==> config.mk <==
export PLATFORM = sky130hd
export DESIGN_NAME = udp_payload_pattern_filter
export DESIGN_NICKNAME = d
export VERILOG_FILES = /design/src/rtl/uppf_pkg.sv /design/src/rtl/uppf_matcher.sv /design/src/rtl/udp_payload_pattern_filter.sv
export VERILOG_INCLUDE_DIRS = /design/src /design/src/rtl
export SDC_FILE = /design/constraint.sdc
export NUM_CORES = 1
export LEC_CHECK = 0
export BUFFER_PORTS_ARGS = -buffer_cell sky130_fd_sc_hd__buf_2
export CORE_MARGIN = 2
export CORE_UTILIZATION = 60
export CTS_CLUSTER_SIZE = 40
export DETAILED_ROUTE_END_ITERATION = 10
export PLACE_DENSITY = 0.85
export SKIP_LAST_GASP = 1
export SLEW_MARGIN = 0
export SYNTH_ARGS = -nofsm -noshare
export SYNTH_HDL_FRONTEND = slang
export SYNTH_HIERARCHICAL = 1
export SYNTH_SLANG_ARGS = --single-unit
==> constraint.sdc <==
create_clock -name clk_i -period 13.4 [get_ports clk_i]
set_input_delay 4.02 -clock clk_i [delete_from_list [all_inputs] [get_ports clk_i]]
set_output_delay 4.02 -clock clk_i [all_outputs]
set_load 0.05 [all_outputs]
==> src/rtl/udp_payload_pattern_filter_defines.svh <==
// assertion macros for the udp payload pattern filter
// used by the top level only; needs clk_i and rst_ni in the including scope
`ifndef UDP_PAYLOAD_PATTERN_FILTER_DEFINES_SVH
`define UDP_PAYLOAD_PATTERN_FILTER_DEFINES_SVH

// antecedent implies consequent in the same cycle
`define UPPF_ASSERT_SAME(label, ante, cons, msg) \
  label: assert property (@(posedge clk_i) disable iff (!rst_ni) (ante) |-> (cons)) \
    else $error(msg);

// antecedent implies consequent in the next cycle
`define UPPF_ASSERT_NEXT(label, ante, cons, msg) \
  label: assert property (@(posedge clk_i) disable iff (!rst_ni) (ante) |=> (cons)) \
    else $error(msg);

`endif

==> src/rtl/uppf_pkg.sv <==
// shared constants, types and helpers of the udp payload pattern filter
// no dependencies
package uppf_pkg;

  localparam int MaxPatternBytes = 16;
  localparam int UdpHeaderBytes  = 8;
  localparam int LenW            = 5;
  localparam int SeenW           = $clog2(MaxPatternBytes + 1);
  localparam int PosW            = 16;
  localparam int CfgIdxW         = 3;
  localparam int CfgDataW        = 64;
  localparam logic [PosW-1:0] PosMax = {PosW{1'b1}};

  typedef enum logic [CfgIdxW-1:0] {
    CfgFilterPresent = 3'd0,
    CfgPatternLength = 3'd1,
    CfgPatternLow    = 3'd2,
    CfgPatternHigh   = 3'd3,
    CfgReplace       = 3'd4
  } cfg_reg_e;

  typedef logic [MaxPatternBytes-1:0][7:0] window_t;

  typedef struct packed {
    logic [LenW-1:0] len;      // active length, 0..MaxPatternBytes
    window_t         pattern;  // byte 0 in element 0
  } match_cfg_t;

  // pattern length clipped to the window size
  function automatic logic [LenW-1:0] active_len(input logic [LenW-1:0] len);
    logic [LenW-1:0] cap;
    cap = LenW'(MaxPatternBytes);
    return (len > cap) ? cap : len;
  endfunction

endpackage

==> src/rtl/uppf_matcher.sv <==
// parallel compare of the payload window against the configured pattern
// depends on uppf_pkg
module uppf_matcher (
  input  uppf_pkg::window_t               win_i,   // entry 0 newest
  input  logic [uppf_pkg::SeenW-1:0]      seen_i,  // payload bytes seen, saturated
  input  uppf_pkg::match_cfg_t            cfg_i,
  output logic                            match_o
);

  always_comb begin
    logic [uppf_pkg::LenW-1:0] idx;
    idx     = '0;
    match_o = (cfg_i.len != '0) && (uppf_pkg::LenW'(seen_i) >= cfg_i.len);
    // pattern byte i sits at window entry len-1-i
    for (int i = 0; i < uppf_pkg::MaxPatternBytes; i++) begin
      idx = cfg_i.len - uppf_pkg::LenW'(1) - uppf_pkg::LenW'(i);
      if ((uppf_pkg::LenW'(i) < cfg_i.len) &&
          (win_i[idx[$clog2(uppf_pkg::MaxPatternBytes)-1:0]] != cfg_i.pattern[i])) begin
        match_o = 1'b0;
      end
    end
  end

endmodule

==> src/rtl/udp_payload_pattern_filter.sv <==
// top level of the udp payload pattern filter: input stage, packet state, verdict register
// depends on uppf_pkg, uppf_matcher and udp_payload_pattern_filter_defines.svh
//
//   channel   | dir | handshake                    | contents
//   ----------+-----+------------------------------+----------------------------------------
//   s_axis    | in  | tvalid/tready                | tdata: packet_byte, ip_header_bytes
//             |     |                              | tlast: last_byte
//   m_axis    | out | tvalid/tready                | tdata: verdict, pattern_found, zero pad
//   cfg       | in  | cfg_we_i (no back pressure)  | cfg_idx_i register index, cfg_data_i
//
// one byte per cycle while no last byte waits on a stalled verdict; an accepted byte is
// registered, then processed; a verdict is on m_axis in the cycle after the last byte is processed
// the pattern compare is a parallel byte compare over the 16-entry window, one pass per byte
// reset clears valid flags, config, position, seen count and match flag; no clearing pass is needed
// a stalled verdict holds back only a last byte in the input stage; new bytes wait behind it
`include "udp_payload_pattern_filter_defines.svh"

module udp_payload_pattern_filter (
  input  logic                              clk_i,
  input  logic                              rst_ni,
  // byte stream
  input  logic                              s_axis_tvalid,
  output logic                              s_axis_tready,
  input  logic [15:0]                       s_axis_tdata,   // [7:0] packet_byte, [15:8] ip_header_bytes
  input  logic                              s_axis_tlast,   // last_byte
  // verdict stream
  output logic                              m_axis_tvalid,
  input  logic                              m_axis_tready,
  output logic [7:0]                        m_axis_tdata,   // [0] verdict, [1] pattern_found, [7:2] zero
  // configuration writes
  input  logic                              cfg_we_i,
  input  logic [uppf_pkg::CfgIdxW-1:0]      cfg_idx_i,
  input  logic [uppf_pkg::CfgDataW-1:0]     cfg_data_i
);

  // configuration registers
  logic                          cfg_filter_q;
  logic [uppf_pkg::LenW-1:0]     cfg_len_q;
  logic [63:0]                   cfg_lo_q;
  logic [63:0]                   cfg_hi_q;
  logic                          cfg_repl_q;

  // input stage
  logic                          in_valid_q, in_valid_d;
  logic [7:0]                    in_byte_q;
  logic [7:0]                    in_hdr_q;
  logic                          in_last_q;

  // packet state
  logic [uppf_pkg::PosW-1:0]     pos_q, pos_d;
  logic [uppf_pkg::SeenW-1:0]    seen_q, seen_d;
  logic                          match_seen_q, match_seen_d;
  uppf_pkg::window_t             win_q;

  // verdict register
  logic                          out_valid_q, out_valid_d;
  logic                          out_verdict_q;
  logic                          out_found_q;

  logic                          advance;
  logic                          examine;
  logic [uppf_pkg::PosW-1:0]     payload_start;
  logic [uppf_pkg::SeenW-1:0]    seen_inc;
  uppf_pkg::window_t             win_new;
  uppf_pkg::match_cfg_t          mcfg;
  logic                          match_now;
  logic                          match_any;
  logic                          verdict_d;
  logic                          found_d;

  // assertion helpers
  logic                          last_taken;
  logic                          pkt_clear;
  logic                          in_held;

  // ---------------------------------------------------------------------------
  // configuration port
  // ---------------------------------------------------------------------------
  always_ff @(posedge clk_i or negedge rst_ni) begin
    if (!rst_ni) begin
      cfg_filter_q <= 1'b0;
      cfg_len_q    <= '0;
      cfg_lo_q     <= '0;
      cfg_hi_q     <= '0;
      cfg_repl_q   <= 1'b0;
    end else if (cfg_we_i) begin
      unique case (uppf_pkg::cfg_reg_e'(cfg_idx_i))
        uppf_pkg::CfgFilterPresent: cfg_filter_q <= cfg_data_i[0];
        uppf_pkg::CfgPatternLength: cfg_len_q    <= cfg_data_i[uppf_pkg::LenW-1:0];
        uppf_pkg::CfgPatternLow:    cfg_lo_q     <= cfg_data_i;
        uppf_pkg::CfgPatternHigh:   cfg_hi_q     <= cfg_data_i;
        uppf_pkg::CfgReplace:       cfg_repl_q   <= cfg_data_i[0];
        default: ;  // unmapped index, write dropped
      endcase
    end
  end

  // ---------------------------------------------------------------------------
  // handshake
  // ---------------------------------------------------------------------------
  // a last byte needs room in the verdict register; other bytes always move on
  assign advance       = in_valid_q && (!in_last_q || !out_valid_q || m_axis_tready);
  assign s_axis_tready = !in_valid_q || advance;

  always_comb begin
    in_valid_d = in_valid_q;
    if (advance) begin
      in_valid_d = 1'b0;
    end
    if (s_axis_tvalid && s_axis_tready) begin
      in_valid_d = 1'b1;
    end
  end

  always_ff @(posedge clk_i or negedge rst_ni) begin
    if (!rst_ni) begin
      in_valid_q <= 1'b0;
    end else begin
      in_valid_q <= in_valid_d;
    end
  end

  // payload of the input stage, no reset needed
  always_ff @(posedge clk_i) begin
    if (s_axis_tvalid && s_axis_tready) begin
      in_byte_q <= s_axis_tdata[7:0];
      in_hdr_q  <= s_axis_tdata[15:8];
      in_last_q <= s_axis_tlast;
    end
  end

  // ---------------------------------------------------------------------------
  // per-byte processing
  // ---------------------------------------------------------------------------
  // payload starts after the ip header and the fixed udp header;
  // the saturated top position is never examined
  assign payload_start = uppf_pkg::PosW'(in_hdr_q) + uppf_pkg::PosW'(uppf_pkg::UdpHeaderBytes);
  assign examine       = (pos_q != uppf_pkg::PosMax) && (pos_q >= payload_start);

  assign seen_inc = (seen_q == uppf_pkg::SeenW'(uppf_pkg::MaxPatternBytes)) ?
                    seen_q : seen_q + uppf_pkg::SeenW'(1);

  // window after shifting in the current byte
  always_comb begin
    win_new[0] = in_byte_q;
    for (int k = 1; k < uppf_pkg::MaxPatternBytes; k++) begin
      win_new[k] = win_q[k-1];
    end
  end

  assign mcfg.len     = uppf_pkg::active_len(cfg_len_q);
  assign mcfg.pattern = {cfg_hi_q, cfg_lo_q};

  uppf_matcher u_matcher (
    .win_i   (win_new),
    .seen_i  (seen_inc),
    .cfg_i   (mcfg),
    .match_o (match_now)
  );

  assign match_any = match_seen_q || (examine && match_now);

  // packet state next values, cleared after each verdict
  always_comb begin
    pos_d        = pos_q;
    seen_d       = seen_q;
    match_seen_d = match_seen_q;
    if (advance) begin
      if (in_last_q) begin
        pos_d        = '0;
        seen_d       = '0;
        match_seen_d = 1'b0;
      end else begin
        if (pos_q != uppf_pkg::PosMax) begin
          pos_d = pos_q + uppf_pkg::PosW'(1);
        end
        if (examine) begin
          seen_d       = seen_inc;
          match_seen_d = match_any;
        end
      end
    end
  end

  always_ff @(posedge clk_i or negedge rst_ni) begin
    if (!rst_ni) begin
      pos_q        <= '0;
      seen_q       <= '0;
      match_seen_q <= 1'b0;
    end else begin
      pos_q        <= pos_d;
      seen_q       <= seen_d;
      match_seen_q <= match_seen_d;
    end
  end

  // window entries past the seen count are never compared, so no reset or clear
  always_ff @(posedge clk_i) begin
    if (advance && examine) begin
      win_q <= win_new;
    end
  end

  // ---------------------------------------------------------------------------
  // verdict
  // ---------------------------------------------------------------------------
  always_comb begin
    priority if (!cfg_filter_q) begin
      verdict_d = 1'b1;
      found_d   = 1'b0;
    end else if (mcfg.len == '0) begin
      verdict_d = 1'b0;
      found_d   = 1'b0;
    end else begin
      verdict_d = match_any && !cfg_repl_q;
      found_d   = match_any;
    end
  end

  always_comb begin
    out_valid_d = out_valid_q;
    if (m_axis_tready) begin
      out_valid_d = 1'b0;
    end
    if (advance && in_last_q) begin
      out_valid_d = 1'b1;
    end
  end

  always_ff @(posedge clk_i or negedge rst_ni) begin
    if (!rst_ni) begin
      out_valid_q <= 1'b0;
    end else begin
      out_valid_q <= out_valid_d;
    end
  end

  always_ff @(posedge clk_i) begin
    if (advance && in_last_q) begin
      out_verdict_q <= verdict_d;
      out_found_q   <= found_d;
    end
  end

  assign m_axis_tvalid = out_valid_q;
  assign m_axis_tdata  = {6'b0, out_found_q, out_verdict_q};

  // ---------------------------------------------------------------------------
  // assertions
  // ---------------------------------------------------------------------------
  assign last_taken = advance && in_last_q;
  assign pkt_clear  = (pos_q == '0) && (seen_q == '0) && !match_seen_q;
  assign in_held    = in_valid_q && !advance;

  // a new verdict only comes from a processed last byte
  `UPPF_ASSERT_SAME(a_verdict_from_last, $rose(out_valid_q), $past(last_taken), "stray verdict")
  // packet state is clear right after a verdict is taken in
  `UPPF_ASSERT_NEXT(a_clear_after_last, last_taken, pkt_clear, "packet state not cleared")
  // a held byte in the input stage is not overwritten
  `UPPF_ASSERT_NEXT(a_input_held, in_held, in_valid_q && $stable({in_byte_q, in_last_q}), "byte lost")

endmodule

==> results.py, run 1 <==
metrics = {
    "global_route": {
        "antenna_found_initial": 0,
        "track_usage": 0.3141,
        "grt_pass1_wl_um": 81880,
        "grt_max_degree": 88,
        "grt_overflow_total": 0,
        "grt_pass1_vias": 14006,
    },
    "cts": {
        "root_buffer": "clkbuf_16",
        "htreeDepth": 2,
        "cts_tree": "built",
        "cts.sinks": 298,
        "clkTransAtPathRegs_ps": 60,
        "clockBufferDepth": 3,
        "cts_made_buffers": 34,
        "cts_resized": 0,
        "clk_latency_ps": 530,
        "hold_buffers": 0,
        "cts_setup_buffers": 0,
    },
    "final_layout": {
        "nets": 1755,
        "finalNonFillerCells": 2108,
        "area_growth_pct": 9.454,
        "n_fill_cell": 2317,
        "antennaDiodeCount": 0,
        "drive_gt1_frac": 0.3187,
    },
    "job": {
        "drv_cap": 0,
    },
    "outcome": {
        "status": "complete, no violations",
    },
    "timing": {
        "finClkSkew_ps": 24.50,
        "maxSlewViolCount": 0,
        "timing.final.crit_share": 0.6505,
        "fin_tns_setup_ps": 0,
        "hold_viol": 0,
        "worst_pin_slew_ps": 1194,
        "slew-limit-headroom": 0.1980,
        "rsz0062_at_grt": "false",
        "post-route-min-period_ps": 8717,
        "fmax_mhz": 114.7,
        "setup_viol": 0,
        "whs_ps": 478.3,
    },
    "yosys": {
        "synth.avg_cell_area_sq_um": 12.49,
        "syn_area_sq_um": 19840,
        "synthCells": 1588,
        "ys_ff_latch": 298,
        "synth_top_area_frac": 0.2104,
        "yosys_warnings": 6,
        "synth_cell_types": 78,
        "yosysSeqAreaShare": 0.4109,
        "synth.top_cells.by_area": "edfxtp_1 21%, dfrtp_1 20%, mux2_2 13%",
        "async_flop_share": 0.5336,
        "ys.flop_type": "dfrtp_1",
        "synth_edf_count": 139,
        "yosysTopAreaCell": "edfxtp_1",
    },
    "placed_design": {
        "dp_hpwl_um": 37990,
        "place.gp.congestion": 0.9926,
        "io_buffers": 92,
        "place_inst": 2046,
    },
    "worst_setup_path": {
        "crit_path_start": "m_axis_tready",
        "cp_max_fo": 3,
        "rr_startpoint": "cfg_len_q[4]$_DFFE_PN0P_",
        "cp.arrival_ps": 4700,
        "cp-start-kind": "input pin",
        "endpoint_kind": "output port",
        "critical_path_required_ps": 9380,
        "critical_path_class": "in2out",
    },
    "routing": {
        "vias": 14097,
        "wl_per_cell_um": 25.09,
        "drt-total-wl_um": 52900,
        "drtAntennaViolNets": 0,
        "first_pass_iters": 5,
        "drt_iter0_drc": 1579,
        "viasPerCell": 6.687,
        "drc_errors": 0,
    },
    "floorplan": {
        "fp.dieW_um": 185.8,
        "ios": 99,
        "die_h_um": 185.8,
        "core_region_area_sq_um": 32540,
        "start_util": 0.6098,
        "rows": 66,
        "dieArea_sq_um": 34530,
    },
    "worst_hold_path": {
        "hp-start": "win_new[100]$_DFFE_PP_",
        "min-delay-path-class": "reg2reg",
    },
    "pwr": {
        "p_leak_uw": 0.008601,
        "ir_worst_vdd_mv": 0.1672,
        "powerDensity_nw_per_um2": 227.8,
    },
}
[path summary, 6_finish.rpt]
path	endpoint	slack, ps	depth (start not counted)
max	s_axis_tready	4680	4
min	win_new[108]$_DFFE_PP_	480	0
max reg2reg	out_verdict_q$_SDFFCE_PN1P_	5700	18
min reg2reg	win_new[108]$_DFFE_PP_	480	0
max in group asynchronous	cfg_hi_q[4]$_DFFE_PN0P_	8830	2
min in group asynchronous	cfg_lo_q[52]$_DFFE_PN0P_	3380	1
[synth_stat cells (3+ instances only)]
| master | n |
|---|---|
| mux2_2 | 235 |
| mux2i_1 | 176 |
| dfrtp_1 | 159 |
| edfxtp_1 | 139 |
| mux4_2 | 104 |
| xor2_1 | 86 |
| nand2_1 | 82 |
| nor2_1 | 79 |
| xnor2_1 | 76 |
| o21ai_0 | 56 |
| a21oi_1 | 42 |
| buf_2 | 32 |
| clkbuf_1 | 30 |
| nand3_1 | 27 |
| ha_1 | 26 |
| nor3_1 | 25 |
| nand4_1 | 21 |
| nor4_1 | 20 |
| buf_4 | 19 |
| inv_1 | 17 |
| buf_1 | 14 |
| nor2b_1 | 13 |
| nand2b_1 | 7 |
| a211oi_1 | 6 |
| buf_6 | 6 |
| and2_1 | 5 |
| o22ai_1 | 5 |
| a22o_1 | 4 |
| a31oi_1 | 4 |
| o21a_1 | 4 |
| or3_1 | 4 |
| xnor2_2 | 4 |
| nor3b_1 | 3 |
| nor4b_1 | 3 |
| o21ai_1 | 3 |
[sequential cells by signal (all words and copies together) (netlist names), 5 cells and up]
register,cells
in_byte_q,8
cfg_hi_q,64
in_hdr_q,8
win_new,120
pos_q,16
cfg_len_q,5
cfg_lo_q,64
seen_q,5
[power breakdown]
| part | internal [uW] | switching, uW | total [uW] |
|---|---|---|---|
| combinational | 1300 | 1570 | 2870 |
| sequential | 1050 | 93.8 | 1150 |
| clock | 556 | 376 | 932 |
| total | 2910 | 2040 | 4950 |
[cells in the final DEF (no fill, tap or decap), types with 4 or more instances in the layout]
| cell | n |
|---|---|
| mux2_2 | 235 |
| mux2i_1 | 176 |
| dfrtp_1 | 159 |
| edfxtp_1 | 139 |
| mux4_2 | 104 |
| buf_2 | 91 |
| xor2_1 | 85 |
| nand2_1 | 82 |
| nor2_1 | 78 |
| xnor2_1 | 74 |
| o21ai_0 | 56 |
| a21oi_1 | 42 |
| clkbuf_16 | 38 |
| nand3_1 | 26 |
| nor3_1 | 25 |
| ha_1 | 24 |
| nand4_1 | 21 |
| nor4_1 | 20 |
| buf_4 | 20 |
| inv_1 | 17 |
| clkbuf_1 | 12 |
| nor2b_1 | 10 |
| nand2b_1 | 7 |
| conb_1 | 6 |
| a211oi_1 | 6 |
| and2_1 | 5 |
| clkinv_2 | 5 |
| o22ai_1 | 5 |
| o21a_1 | 4 |
| a31oi_1 | 4 |
| or3_1 | 4 |
| a22o_1 | 4 |
| inv_4 | 4 |
| xnor2_4 | 4 |
[metrics by stage]
step | utilization | total power [uW] | setup WS, ps | instance area (sq um)
5_1_grt | 0.6674 | 5167 | 4604 | 21710
2_1_floorplan | - | 3299 | 3350 | 19860
3_3_place_gp | 0.6333 | 3854 | 4759 | 20600
6_report | 0.6674 | 4948 | 4683 | 21710
3_5_place_dp | 0.6333 | 3942 | 4736 | 20600
4_1_cts | 0.6674 | 4901 | 4683 | 21710
[final cells by class]
cell class                 count  area [sq um]  share of cell area
inverter                      19         76.32            0.003515
timing repair buffer         112         616.8             0.02841
multi-input combinational   1175         11210              0.5160
tap                          442         553.0             0.02547
clock inverter                12         113.9            0.005243
sequential                   298          8153              0.3755
clock buffer                  50         996.0             0.04587
[layer usage]
metal  vias up  wire [um]  global-route usage
met4         0       2665              0.1436
li1       6105          -                   -
met1      7025      19800              0.4025
met5         -          0                   0
met2       802      24970              0.5072
met3       165       5458             0.07591
[critical path: stages]
cell and delay (ps):
buf_2 100, nor2b_1 180, nand3_1 150, buf_2 240
[logic make-up (layout without fill, tap and decap cells)]
group | Yosys count | after routing | share of synthesized area
AO/OA/AOI/OAI | 149 | 149 | 0.04497
flip-flops | 298 | 298 | 0.4109
AND/OR/NAND/NOR | 309 | 309 | 0.07858
other | 1 | 6 | 0.0001890
adder cells (fa/ha/maj) | 28 | 28 | 0.01741
buffers and inverters | 120 | 193 | 0.03071
XOR/XNOR | 167 | 167 | 0.07619
multiplexers | 516 | 516 | 0.3410
(Power assumes the default switching activity.)
==> run 2, diff against run 1 <==
- ABC_AREA: unset -> 1
- clock period: 13.4 -> 8.07 ns (I/O delays scaled with it)
==> results.py, run 2 <==
metrics = {
    "worst_setup_path": {
        "rr_startpoint": "cfg_len_q[0]$_DFFE_PN0P_",
        "critical_path_class": "reg2reg",
        "crit_end": "out_verdict_q$_SDFFCE_PN1P_",
        "crit_path_frequent_cell": "nand2_1",
        "r2r_cells": 25,
        "reg2reg_to": "out_verdict_q$_SDFFCE_PN1P_",
        "endpoint_kind": "register",
        "critical_path_required_ps": 8500,
        "slowest_delay_ps": 1000,
        "reg2reg_slack_ps": 1380,
        "cp_max_fo": 59,
        "cp-start-kind": "register",
        "cp_slowest_cell": "o21ai_0",
        "cp.arrival_ps": 7110,
        "crit_path_start": "cfg_len_q[0]$_DFFE_PN0P_",
    },
    "placed_design": {
        "place.gp.congestion": 1.088,
        "dp_hpwl_um": 56840,
        "io_buffers": 92,
        "post_dp_cell_area_sq_um": 21670,
        "place_inst": 3642,
    },
    "yosys": {
        "post_synth_xor_area_fraction": 0.005350,
        "syn_area_sq_um": 21280,
        "async_flop_share": 0.5336,
        "synth_common_cells": "1462 x nand2_1, 490 x nand3_1, 287 x inv_1",
        "synth_top_area_frac": 0.2578,
        "muxShareOfSynthArea": 0,
        "yosysTopAreaCell": "nand2_1",
        "synth.avg_cell_area_sq_um": 6.593,
        "synth_compound_area_frac": 0.07678,
        "synth_top_family_by_area": "simple AND/OR/NAND/NOR gates",
        "synth_cell_types": 41,
        "synthCells": 3228,
        "synth.top_cells.by_area": "nand2_1 26%, edfxtp_1 20%, dfrtp_1 19%",
        "ys.flop_type": "dfrtp_1",
        "synth.most_common_cell": "nand2_1",
        "yosys_warnings": 6,
        "yosysSeqAreaShare": 0.3831,
        "synth_simple_gate_area_frac": 0.4266,
        "synth_fa_ha_area_frac": 0.01529,
        "ys_ff_latch": 298,
        "synth_edf_count": 139,
    },
    "timing": {
        "rsz0062_at_grt": "false",
        "setup_viol": 0,
        "timing.final.crit_share": 0.8286,
        "fin_tns_setup_ps": 0,
        "maxSlewViolCount": 0,
        "post-route-min-period_ps": 6686,
        "fmax_mhz": 149.6,
        "finClkSkew_ps": 21.26,
        "slew-limit-headroom": 0.2005,
        "worst_pin_slew_ps": 1187,
        "hold_viol": 0,
    },
    "cts": {
        "cts_tree": "built",
        "cts.sinks": 298,
        "hold_buffers": 0,
        "cts_setup_buffers": 0,
        "clockBufferDepth": 3,
        "clkTransAtPathRegs_ps": 60,
        "clk_latency_ps": 580,
        "cts_made_buffers": 34,
        "cts_resized": 0,
        "root_buffer": "clkbuf_16",
        "htreeDepth": 2,
    },
    "pwr": {
        "power_uw": 8340,
        "powerDensity_nw_per_um2": 366.4,
        "p_leak_uw": 0.01171,
        "ir_worst_vdd_mv": 0.2367,
    },
    "final_layout": {
        "final_common_cell": "nand2_1",
        "layout_common_cells": "1461 x nand2_1, 488 x nand3_1, 287 x inv_1",
        "final_cell_area_sq_um": 22770,
        "largest_register_ff_count": 120,
        "n_fill_cell": 3132,
        "nets": 3338,
        "final-seq-area_sq_um": 8153,
        "area_growth_pct": 6.967,
        "finalNonFillerCells": 3704,
        "multi_input_area_sq_um": 11220,
        "drive_gt1_frac": 0.07081,
    },
    "floorplan": {
        "core_region_area_sq_um": 34710,
        "fp.dieW_um": 192.3,
        "start_util": 0.6131,
        "dieArea_sq_um": 36990,
        "die_h_um": 192.3,
        "ios": 99,
        "rows": 68,
    },
    "global_route": {
        "grt_use_met1": 0.5413,
        "antenna_found_initial": 2,
        "grt_max_degree": 175,
        "grt_overflow_total": 0,
        "grt_pass1_vias": 20433,
        "grt_pass1_wl_um": 115500,
        "grtUsageMet3": 0.07565,
        "top_usage_layer": "met2",
        "grt_use_met2": 0.6404,
        "track_usage": 0.4145,
    },
    "job": {
        "drv_cap": 0,
    },
    "routing": {
        "drc_errors": 0,
        "drt_iter0_drc": 2987,
        "wl_per_cell_um": 20.48,
        "drtAntennaViolNets": 0,
        "drt-total-wl_um": 75840,
        "first_pass_iters": 7,
        "vias": 22310,
        "viasPerCell": 6.023,
    },
    "worst_hold_path": {
        "min-delay-path-class": "reg2reg",
    },
    "outcome": {
        "status": "complete, no violations",
    },
}
run 2: layout make-up:
class / instances / area share
repair buffers: 109 / 0.02666
clock inverters: 12 / 0.004727
diodes: 1 / 0.0001099
inverters: 297 / 0.04913
flip-flops and latches: 298 / 0.3581
clock buffers: 49 / 0.04342
multi-input cells: 2483 / 0.4928
well taps: 455 / 0.02501
run 2: metrics by stage:
step	worst slack, ps	hold WS (ps)	util
final	1384	476.3	0.6558
after global routing	1051	488.8	0.6558
after CTS	1648	475.7	0.6557
after detailed placement	1698	461.2	0.6242
after global placement	1807	458.3	0.6242
after floorplan	2679	450.3	-
run 2: worst min-delay path by stage:
stage	startpoint	endpoint	slack, ps	cells past startpoint
after global placement	win_new[71]$_DFFE_PP_	win_new[79]$_DFFE_PP_	460	0
after detailed placement	win_new[68]$_DFFE_PP_	win_new[76]$_DFFE_PP_	460	0
after CTS	win_new[49]$_DFFE_PP_	win_new[57]$_DFFE_PP_	480	0
final	win_new[68]$_DFFE_PP_	win_new[76]$_DFFE_PP_	480	0
after global routing	win_new[68]$_DFFE_PP_	win_new[76]$_DFFE_PP_	490	0
after floorplan	win_new[98]$_DFFE_PP_	win_new[106]$_DFFE_PP_	450	0
run 2: report_power, final:
group          internal (uW)  switching [uW]
combinational           1330            3580
sequential              1730             144
clock                    888             670
run 2: cells by family after synthesis:
family | Yosys count
AND/OR/NAND/NOR | 2142
XOR/XNOR | 13
buffers and inverters | 452
flip-flops | 298
other | 1
AO/OA/AOI/OAI | 296
adder cells (fa/ha/maj) | 26
run 2: layer usage:
metal	wire length [um]	vias to the layer above
li1	-	10402
met1	29240	10309
met2	33110	1357
met3	8139	242
met4	5357	0
met5	0	-
run 2: worst max-delay path, delay by kind of cell (launching register included):
family          cells  cell delay, ps
simple gates       19            3550
compound gates      2            1330
flops               1             390
buf+inv             3             470
fa+ha+maj           1             740
